## config.mk

```make
export PLATFORM = sky130hd
export DESIGN_NAME = packed_alpha_glyph_expander
export DESIGN_NICKNAME = d
export VERILOG_FILES = /design/src/hdl/pge_pkg.sv /design/src/hdl/pge_csr.sv /design/src/hdl/pge_expand.sv /design/src/hdl/packed_alpha_glyph_expander.sv
export SDC_FILE = /design/constraint.sdc
export NUM_CORES = 1
export LEC_CHECK = 0
export ABC_AREA = 1
export ABC_CLOCK_PERIOD_IN_PS = 3410
export BUFFER_PORTS_ARGS = -buffer_cell sky130_fd_sc_hd__buf_2
export CAP_MARGIN = 20
export CORE_MARGIN = 3
export CORE_UTILIZATION = 55
export CTS_BUF_LIST = sky130_fd_sc_hd__clkbuf_8 sky130_fd_sc_hd__clkbuf_16
export DETAILED_ROUTE_END_ITERATION = 6
export GPL_TIMING_DRIVEN = 0
export PLACE_DENSITY = 0.77
export RECOVER_POWER = 100
export SYNTH_ARGS = -nofsm -noshare
export SYNTH_HDL_FRONTEND = slang
export SYNTH_SLANG_ARGS = --single-unit
```

## constraint.sdc

```tcl
create_clock -name clock -period 3.41 [get_ports clock]
set_input_delay 0.5115 -clock clock [delete_from_list [all_inputs] [get_ports clock]]
set_output_delay 0.5115 -clock clock [all_outputs]
set_load 0.01 [all_outputs]
```

## src/hdl/pge_pkg.sv

```systemverilog
// ----------------------------------------------------------------------------
// pge_pkg
// Shared types, constants and the pixel expansion function of the glyph
// coverage expander.
// ----------------------------------------------------------------------------
package pge_pkg;

   localparam logic [7:0] MAX_SIDE = 8'd255;

   localparam logic [3:0] BPP_1 = 4'd1;
   localparam logic [3:0] BPP_2 = 4'd2;
   localparam logic [3:0] BPP_4 = 4'd4;
   localparam logic [3:0] BPP_8 = 4'd8;

   localparam logic [3:0] BPP_RESET = BPP_4;

   localparam logic REG_BPP    = 1'b0;
   localparam logic REG_STRIDE = 1'b1;

   localparam logic [7:0] SCALE2 [4] = '{8'd0, 8'd85, 8'd170, 8'd255};

   typedef struct packed {
      logic [3:0] bpp;
      logic [7:0] stride;
   } cfg_type;

   // sh holds the pixel bits aligned at the top of the byte
   function automatic logic [7:0] expand_px(logic [7:0] sh, logic [3:0] bpp);
      logic [7:0] px;
      px = sh;
      case (bpp)
         BPP_1: px = sh[7] ? 8'hff : 8'h00;
         BPP_2: px = SCALE2[sh[7:6]];
         BPP_4: px = {sh[7:4], sh[7:4]};
         default: px = sh;
      endcase
      return px;
   endfunction

   function automatic logic [7:0] clamp_side(logic [7:0] v);
      return (v > MAX_SIDE) ? MAX_SIDE : v;
   endfunction

endpackage

```

## src/hdl/pge_csr.sv

```systemverilog
// ----------------------------------------------------------------------------
// pge_csr
// Configuration registers: pixel depth and source row stride.
// ----------------------------------------------------------------------------
module pge_csr (
   input  logic              clock,
   input  logic              reset,
   input  logic              csr_valid,
   output logic              csr_ready,
   input  logic              csr_index,
   input  logic [7:0]        csr_wdata,
   output pge_pkg::cfg_type  cfg
);

   logic [3:0] bpp_ff, bpp_in;
   logic [7:0] pitch_ff, pitch_in;
   logic       wr;

   assign csr_ready = 1'b1;
   assign wr = csr_valid && csr_ready;

   always_comb begin
      bpp_in   = bpp_ff;
      pitch_in = pitch_ff;
      if (wr) begin
         case (csr_index)
            pge_pkg::REG_BPP:    bpp_in   = csr_wdata[3:0];
            pge_pkg::REG_STRIDE: pitch_in = csr_wdata;
            default: ;
         endcase
      end
   end

   always_ff @(posedge clock) begin
      if (reset) begin
         bpp_ff   <= pge_pkg::BPP_RESET;
         pitch_ff <= 8'd0;
      end else begin
         bpp_ff   <= bpp_in;
         pitch_ff <= pitch_in;
      end
   end

   assign cfg.bpp    = bpp_ff;
   assign cfg.stride = pitch_ff;

endmodule

```

## src/hdl/pge_expand.sv

```systemverilog
// ----------------------------------------------------------------------------
// pge_expand
// Byte register, per-pixel raster walker and result register. One pixel of
// the held byte is expanded and registered each cycle unless rsp_stall holds the result register.
// ----------------------------------------------------------------------------
module pge_expand (
   input  logic              clock,
   input  logic              reset,
   input  pge_pkg::cfg_type  cfg,
   input  logic              req_valid,
   output logic              req_stall,
   input  logic [7:0]        req_raw_byte,
   input  logic              req_first_of_glyph,
   input  logic [7:0]        req_glyph_width,
   input  logic [7:0]        req_glyph_height,
   output logic              rsp_valid,
   input  logic              rsp_stall,
   output logic [7:0]        rsp_alpha,
   output logic              rsp_row_end,
   output logic              rsp_glyph_end,
   output logic              rsp_last_from_byte
);

   // byte register
   logic       byte_vld_ff, byte_vld_in;
   logic [7:0] byte_ff, byte_in;
   logic       first_ff, first_in;
   logic [7:0] bw_ff, bw_in;
   logic [7:0] bh_ff, bh_in;

   // glyph walker state
   logic       active_ff, active_in;
   logic [7:0] width_ff, width_in;
   logic [7:0] height_ff, height_in;
   logic [7:0] col_ff, col_in;
   logic [7:0] row_ff, row_in;
   logic [7:0] rbt_ff, rbt_in;
   logic [2:0] off_ff, off_in;

   // result register
   logic       out_vld_ff, out_vld_in;
   logic [7:0] alpha_ff, alpha_in;
   logic       rend_ff, rend_in;
   logic       gend_ff, gend_in;
   logic       lfb_ff, lfb_in;

   logic       out_free, go, done, accept;
   logic       act_e, bpp_ok, stride_nz, pad, emit;
   logic [7:0] wid_e, hgt_e, col_e, row_e, rbt_e;
   logic [2:0] off_e;
   logic [8:0] col_inc, row_inc;
   logic       rend, gend, done_px;
   logic [3:0] off_sum;
   logic [7:0] col_n, rbt_s, rbt_p, sh;

   assign out_free = !out_vld_ff || !rsp_stall;
   assign go       = byte_vld_ff && out_free;

   always_comb begin
      if (first_ff) begin
         wid_e = pge_pkg::clamp_side(bw_ff);
         hgt_e = pge_pkg::clamp_side(bh_ff);
         act_e = (wid_e != 8'd0) && (hgt_e != 8'd0);
         col_e = 8'd0;
         row_e = 8'd0;
         rbt_e = 8'd0;
         off_e = 3'd0;
      end else begin
         wid_e = width_ff;
         hgt_e = height_ff;
         act_e = active_ff;
         col_e = col_ff;
         row_e = row_ff;
         rbt_e = rbt_ff;
         off_e = off_ff;
      end
   end

   assign bpp_ok = (cfg.bpp == pge_pkg::BPP_1) || (cfg.bpp == pge_pkg::BPP_2) ||
                   (cfg.bpp == pge_pkg::BPP_4) || (cfg.bpp == pge_pkg::BPP_8);
   assign stride_nz = cfg.stride != 8'd0;
   assign pad  = stride_nz && (col_e == 8'd0) && (rbt_e != 8'd0) && (off_e == 3'd0);
   assign emit = act_e && bpp_ok && !pad;

   assign col_inc = {1'b0, col_e} + 9'd1;
   assign row_inc = {1'b0, row_e} + 9'd1;
   assign rend    = col_inc >= {1'b0, wid_e};
   assign gend    = rend && (row_inc >= {1'b0, hgt_e});
   assign col_n   = rend ? 8'd0 : col_inc[7:0];
   assign off_sum = {1'b0, off_e} + cfg.bpp;
   assign done_px = off_sum[3] || gend || (rend && stride_nz);
   assign done    = !emit || done_px;

   assign rbt_s = (rbt_e == 8'hff) ? 8'hff : rbt_e + 8'd1;
   assign rbt_p = rbt_e + 8'd1;
   assign sh    = byte_ff << off_e;

   assign accept    = req_valid && !req_stall;
   assign req_stall = byte_vld_ff && !(go && done);

   always_comb begin
      byte_vld_in = byte_vld_ff;
      byte_in     = byte_ff;
      first_in    = first_ff;
      bw_in       = bw_ff;
      bh_in       = bh_ff;
      active_in   = active_ff;
      width_in    = width_ff;
      height_in   = height_ff;
      col_in      = col_ff;
      row_in      = row_ff;
      rbt_in      = rbt_ff;
      off_in      = off_ff;

      if (go) begin
         // commit the glyph size on the first step of a new glyph
         width_in  = wid_e;
         height_in = hgt_e;
         active_in = act_e;
         col_in    = col_e;
         row_in    = row_e;
         rbt_in    = rbt_e;
         off_in    = 3'd0;
         first_in  = 1'b0;
         if (act_e && bpp_ok) begin
            if (pad) begin
               rbt_in = (rbt_p >= cfg.stride) ? 8'd0 : rbt_p;
            end else begin
               col_in    = col_n;
               row_in    = rend ? row_inc[7:0] : row_e;
               active_in = !gend;
               off_in    = done_px ? 3'd0 : off_sum[2:0];
               if (done_px && stride_nz) begin
                  rbt_in = ((col_n == 8'd0) && (rbt_s >= cfg.stride)) ? 8'd0 : rbt_s;
               end
            end
         end
         if (done) begin
            byte_vld_in = 1'b0;
         end
      end

      if (accept) begin
         byte_vld_in = 1'b1;
         byte_in     = req_raw_byte;
         first_in    = req_first_of_glyph;
         bw_in       = req_glyph_width;
         bh_in       = req_glyph_height;
      end
   end

   always_comb begin
      out_vld_in = (go && emit) || (out_vld_ff && rsp_stall);
      alpha_in   = alpha_ff;
      rend_in    = rend_ff;
      gend_in    = gend_ff;
      lfb_in     = lfb_ff;
      if (go && emit) begin
         alpha_in = pge_pkg::expand_px(sh, cfg.bpp);
         rend_in  = rend;
         gend_in  = gend;
         lfb_in   = done_px;
      end
   end

   always_ff @(posedge clock) begin
      if (reset) begin
         byte_vld_ff <= 1'b0;
         first_ff    <= 1'b0;
         active_ff   <= 1'b0;
         width_ff    <= 8'd0;
         height_ff   <= 8'd0;
         col_ff      <= 8'd0;
         row_ff      <= 8'd0;
         rbt_ff      <= 8'd0;
         off_ff      <= 3'd0;
         out_vld_ff  <= 1'b0;
      end else begin
         byte_vld_ff <= byte_vld_in;
         first_ff    <= first_in;
         active_ff   <= active_in;
         width_ff    <= width_in;
         height_ff   <= height_in;
         col_ff      <= col_in;
         row_ff      <= row_in;
         rbt_ff      <= rbt_in;
         off_ff      <= off_in;
         out_vld_ff  <= out_vld_in;
      end
   end

   always_ff @(posedge clock) begin
      byte_ff  <= byte_in;
      bw_ff    <= bw_in;
      bh_ff    <= bh_in;
      alpha_ff <= alpha_in;
      rend_ff  <= rend_in;
      gend_ff  <= gend_in;
      lfb_ff   <= lfb_in;
   end

   assign rsp_valid          = out_vld_ff;
   assign rsp_alpha          = alpha_ff;
   assign rsp_row_end        = rend_ff;
   assign rsp_glyph_end      = gend_ff;
   assign rsp_last_from_byte = lfb_ff;

   a_mid_byte_held: assert property (@(posedge clock) disable iff (reset)
      (off_ff != 3'd0) |-> byte_vld_ff)
      else $error("bit offset nonzero without a held byte");

   a_glyph_end_row_end: assert property (@(posedge clock) disable iff (reset)
      (out_vld_ff && gend_ff) |-> (rend_ff && lfb_ff))
      else $error("glyph end without row end or byte end");

   a_col_in_range: assert property (@(posedge clock) disable iff (reset)
      active_ff |-> (col_ff < width_ff) && (row_ff < height_ff))
      else $error("walker position outside glyph box");

   a_empty_no_stall: assert property (@(posedge clock) disable iff (reset)
      !byte_vld_ff |-> !req_stall)
      else $error("input stalled with empty byte register");

   a_glyph_end_idle: assert property (@(posedge clock) disable iff (reset)
      (go && emit && gend) |=> !active_ff)
      else $error("walker still active after glyph end");

endmodule

```

## src/hdl/packed_alpha_glyph_expander.sv

```systemverilog
// ----------------------------------------------------------------------------
// packed_alpha_glyph_expander
// Expands packed 1/2/4/8 bpp glyph coverage bytes into 8-bit alpha pixels.
// ----------------------------------------------------------------------------
// Usage:
//   req_* carries one bitmap byte per item, MSB-first pixels; the first byte
//   of a glyph has req_first_of_glyph set and carries the glyph box size.
//   rsp_* carries one pixel per item in raster order, flagged with row end,
//   glyph end and last pixel of its source byte.
//   csr_* writes bits_per_pixel (index 0) and row_stride_bytes (index 1);
//   csr_ready is always high. Write only while no byte is in flight.
// Data flow:
//   The first pixel of a byte reaches rsp_* through the byte register and
//   then the result register. The pixel walker emits one pixel per cycle
//   while rsp_stall is low, up to 8 per byte at 1 bpp and 1 at 8 bpp; bytes
//   that give no pixels are still consumed. The next byte is taken in the
//   cycle the last pixel of the current one is registered.
// Reset:
//   Clears the walker, drops any held byte and pixel, and restores 4 bpp with
//   continuous row packing.
// Stall:
//   rsp_stall holds the result register; the walker and then req_stall back
//   up behind it without losing or repeating pixels.
// ----------------------------------------------------------------------------
module packed_alpha_glyph_expander (
   input  logic       clock,
   input  logic       reset,
   input  logic       req_valid,
   output logic       req_stall,
   input  logic [7:0] req_raw_byte,
   input  logic       req_first_of_glyph,
   input  logic [7:0] req_glyph_width,
   input  logic [7:0] req_glyph_height,
   output logic       rsp_valid,
   input  logic       rsp_stall,
   output logic [7:0] rsp_alpha,
   output logic       rsp_row_end,
   output logic       rsp_glyph_end,
   output logic       rsp_last_from_byte,
   input  logic       csr_valid,
   output logic       csr_ready,
   input  logic       csr_index,
   input  logic [7:0] csr_wdata
);

   pge_pkg::cfg_type cfg;

   pge_csr u_csr (
      .clock     (clock),
      .reset     (reset),
      .csr_valid (csr_valid),
      .csr_ready (csr_ready),
      .csr_index (csr_index),
      .csr_wdata (csr_wdata),
      .cfg       (cfg)
   );

   pge_expand u_expand (
      .clock              (clock),
      .reset              (reset),
      .cfg                (cfg),
      .req_valid          (req_valid),
      .req_stall          (req_stall),
      .req_raw_byte       (req_raw_byte),
      .req_first_of_glyph (req_first_of_glyph),
      .req_glyph_width    (req_glyph_width),
      .req_glyph_height   (req_glyph_height),
      .rsp_valid          (rsp_valid),
      .rsp_stall          (rsp_stall),
      .rsp_alpha          (rsp_alpha),
      .rsp_row_end        (rsp_row_end),
      .rsp_glyph_end      (rsp_glyph_end),
      .rsp_last_from_byte (rsp_last_from_byte)
   );

endmodule
```

==> qor.yml <==
detailed_routing:
  vias: 5622
  drt-initial-drc-count: 486
  remaining_drc_errors: 0
  routed_wl_um: 15600
  vias_per_cell: 5.550
  post_drt_wl_per_cell_um: 15.40
  firstDrtPassIters: 5
  drtAntennaViolNets: 0
clock_tree:
  cts-buffers-inserted: 9
  clkTransAtPathRegs_ps: 100
  clock-sinks: 94
  cts_tree: "built"
  clk_latency_ps: 380
  htreeDepth: 3
  cts-root-buf: "clkbuf_8"
  hold_buffers: 0
  clockBufferDepth: 2
place:
  dpl.cell_count: 962
  place_ws_ps: -591.0
  dpl.hpwl_um: 10910
  place_area_um2: 6513
  portBuffers: 50
  globalplace.congestion: 0.9339
finish:
  diodes: 0
  finalInstanceArea_um2: 7305
  drive_above_1_share: 0.2281
  nNetsFinal: 952
  fin_cells: 1013
  syn2layout_area_growth_pct: 20.35
synthesis:
  synthAdderAreaFrac: 0.08576
  synthArstFlopShare: 0
  synth.most_common_cell: "nand2_1"
  netlist_area_um2: 6070
  avgSynthCellArea_um2: 7.822
  synth_common_cells: "176 x nand2_1, 89 x inv_1, 63 x nor2_1, 62 x a21oi_1, 59 x dfxtp_1"
  synthMuxAreaShare: 0.02309
  synth_compound_area_frac: 0.1476
  synthXorXnorAreaFrac: 0.02432
  yosysWarnings: 0
  synth-edff-count: 35
  synth_seq_cells: 94
  synth-simple-area-share: 0.2581
  synthDistinctLibCells: 56
  syn_nets: 856
  synthTopCellsByArea: "dfxtp_1 19%, edfxtp_1 17%, nand2_1 11%"
  synth_top_area_cell: "dfxtp_1"
  yosysTopAreaCellShare: 0.1946
  synth_top_family_by_area: "simple AND/OR/NAND/NOR gates"
  synth_cells: 776
  ys.flop_type: "dfxtp_1"
  ys_seq_area_frac: 0.3678
grt:
  track_usage: 0.2463
  grt_max_degree: 17
  antenna_found_initial: 0
  grt_pass1_wl_um: 25130
  grt_pass1_vias: 5428
  grt.overflow.total: 0
worst_hold_path:
  hp-class: "input port to flop"
  hold_depth: 1
  hp-start: "req_glyph_width[3]"
  min_to: "u_expand.bw_ff[3]"
power_and_ir_drop:
  power_density_nw_per_um2: 395.9
  power.leakage_uw: 0.003267
  peakVddDrop_v: 0.0004391
flow_run:
  drv_cap: 0
worst_setup_path:
  rrSetupSlack_ps: 30
  ff2ff_path_depth: 28
  path_buf_inv: 4
  cpLargestDelayFamily: "simple AND/OR/NAND/NOR gates"
  cp-end-kind: "primary output"
  crit_slowest_cell: "dfxtp_4"
  worstPathArrival_ps: 3110
  start_kind: "flop"
  cp_max_fo: 4
  slowest_delay_ps: 380
  r2r-end: "u_expand.rbt_ff[6]"
  path_class: "flop to primary output"
  path_cells: "buf_8 -> clkbuf_16 -> nor2_4 -> ha_4 -> nand3_4 -> xor2_2 -> ha_1 -> nand2_1 -> nor2_1 -> nand2_1 -> nand3_2 -> nand2_2 -> nand2_4 -> nand2_4 -> nand2_4 -> nand2_4 -> nand3_4 -> nor2_4 -> o21ai_4 -> inv_1 -> buf_2"
  crit_top_cell: "nand2_4"
  timing.rr.start: "u_expand.first_ff"
  critPathRequiredTime_ps: 2900
timing:
  finalCritPeriodShare: 1.063
  slew_viol_final: 0
  fin_ws_ps: -213.5
  slew_headroom: 0.2963
  period_minus_slack_ps: 3624
  setup_viol: 1
  worst_pin_slew_ps: 1052
  grt_setup_unrepaired: "yes"
  fin_setup_tns_ps: -213.5
  fmax_mhz: 276.0
  hold_viol_final: 0
  fin_skew_ps: 12.54
floorplan:
  die_area_um2: 12330
  ios: 53
  rows: 37
  die_h_um: 111.1
  initial_core_util: 0.5776
  die_w_um: 111.1
  core_um2: 10510
run_status:
  outcome: "finished with violations"
  violations: "negative setup slack"
==> metal layers <==
| layer | wire length [µm] | vias to the layer above | share of wire | track usage |
|---|---|---|---|---|
| met5 | 0 | - | 0 | 0.01250 |
| met4 | 507 | 0 | 0.032 | 0.1054 |
| met3 | 923 | 47 | 0.059 | 0.04803 |
| met2 | 7778 | 214 | 0.50 | 0.4328 |
| met1 | 6395 | 2594 | 0.41 | 0.2919 |
| li1 | - | 2767 | - | - |
==> where the power goes <==
group / internal (µW) / switching (µW)
Sequential: 1240 / 38.1
Clock: 342 / 419
Combinational: 322 / 532
==> state kept, by name, summed over array words and instances (netlist names) <==
| name | cells |
|---|---|
| u_expand.bh_ff | 8 |
| u_expand.rsp_valid | 1 |
| u_expand.byte_ff | 8 |
| u_expand.rsp_glyph_end | 1 |
| u_expand.rsp_alpha | 8 |
| u_expand.bw_ff | 8 |
| u_csr.pitch_ff | 8 |
| u_expand.rsp_row_end | 1 |
| u_expand.active_ff | 1 |
| u_expand.byte_vld_ff | 1 |
| u_expand.width_ff | 8 |
| u_expand.off_ff | 3 |
| u_expand.height_ff | 8 |
| u_expand.col_ff | 8 |
| u_expand.rbt_ff | 8 |
| u_expand.rsp_last_from_byte | 1 |
| u_csr.bpp_ff | 4 |
| u_expand.first_ff | 1 |
| u_expand.row_ff | 8 |
==> metrics by stage <==
| stage | util | hold slack, ps | total power [µW] |
|---|---|---|---|
| 2_1_floorplan | - | 424.5 | 1800 |
| 3_3_place_gp | 0.6197 | 436.4 | 1956 |
| 3_5_place_dp | 0.6197 | 450.3 | 1980 |
| 4_1_cts | 0.6728 | 290.0 | 2812 |
| 5_1_grt | 0.6951 | 295.3 | 3037 |
| 6_report | 0.6951 | 312.2 | 2892 |
==> logic make-up after synthesis <==
group | after synthesis
flops | 94
mux | 14
buf+inv | 133
xor+xnor | 16
other cells | 1
simple gates | 321
fa+ha+maj | 41
compound gates | 156
==> layout by cell type (no fill, tap or decap), types with 4 or more instances in the layout <==
cell type,netlist,routed
a211oi_1,15,15
a21oi_1,62,61
a21oi_2,4,5
a31oi_1,8,8
buf_12,1,4
buf_2,4,41
buf_4,2,31
clkbuf_1,13,25
clkbuf_8,0,9
clkinvlp_4,0,4
dfxtp_1,59,58
edfxtp_1,35,35
ha_1,40,35
ha_4,0,4
inv_1,89,86
inv_2,17,18
mux2i_1,14,13
nand2_1,176,162
nand2_2,7,16
nand2_4,8,11
nand3_1,27,23
nand3_2,2,4
nand3_4,2,4
nand4_1,5,5
nor2_1,63,55
nor2_2,4,6
nor2_4,2,8
nor3_1,5,5
o211ai_1,11,11
o21ai_0,44,46
xor2_1,14,12
==> worst max path at each step <==
stage | startpoint | endpoint | slack, ps | cells after the start
2_1_floorplan | u_expand.first_ff | u_expand.bh_ff[0] | 20 | 22
3_3_place_gp | u_expand.first_ff | u_expand.bh_ff[2] | -490 | 22
3_5_place_dp | u_expand.first_ff | u_expand.bh_ff[2] | -590 | 21
4_1_cts | u_expand.first_ff | req_stall | -190 | 23
5_1_grt | u_expand.first_ff | req_stall | -420 | 24
6_report | u_expand.first_ff | req_stall | -210 | 21
==> area by class of cell <==
class                           count  area [µm²]
Timing Repair Buffer               84       521.8
Clock buffer                        9       123.9
Clock inverter                      7       73.82
Multi-Input combinational cell    549        3565
Fill cell                         806        3204
Inverter                          107       410.4
Timing Repair inverter              2       15.01
Buffer                             25       188.9
Tap cell                          136       170.2
Sequential cell                    94        2236
==> repair_timing <==
| item | CTS | global route |
|---|---|---|
| pin swaps | 24 | 27 |
| cloned | 1 | 2 |
| setup buffers | 24 | 9 |
| resized for setup | 35 | 37 |
| setup endpoints to repair | 34 | 37 |
Note: power is estimated with default switching activity, not from simulation.
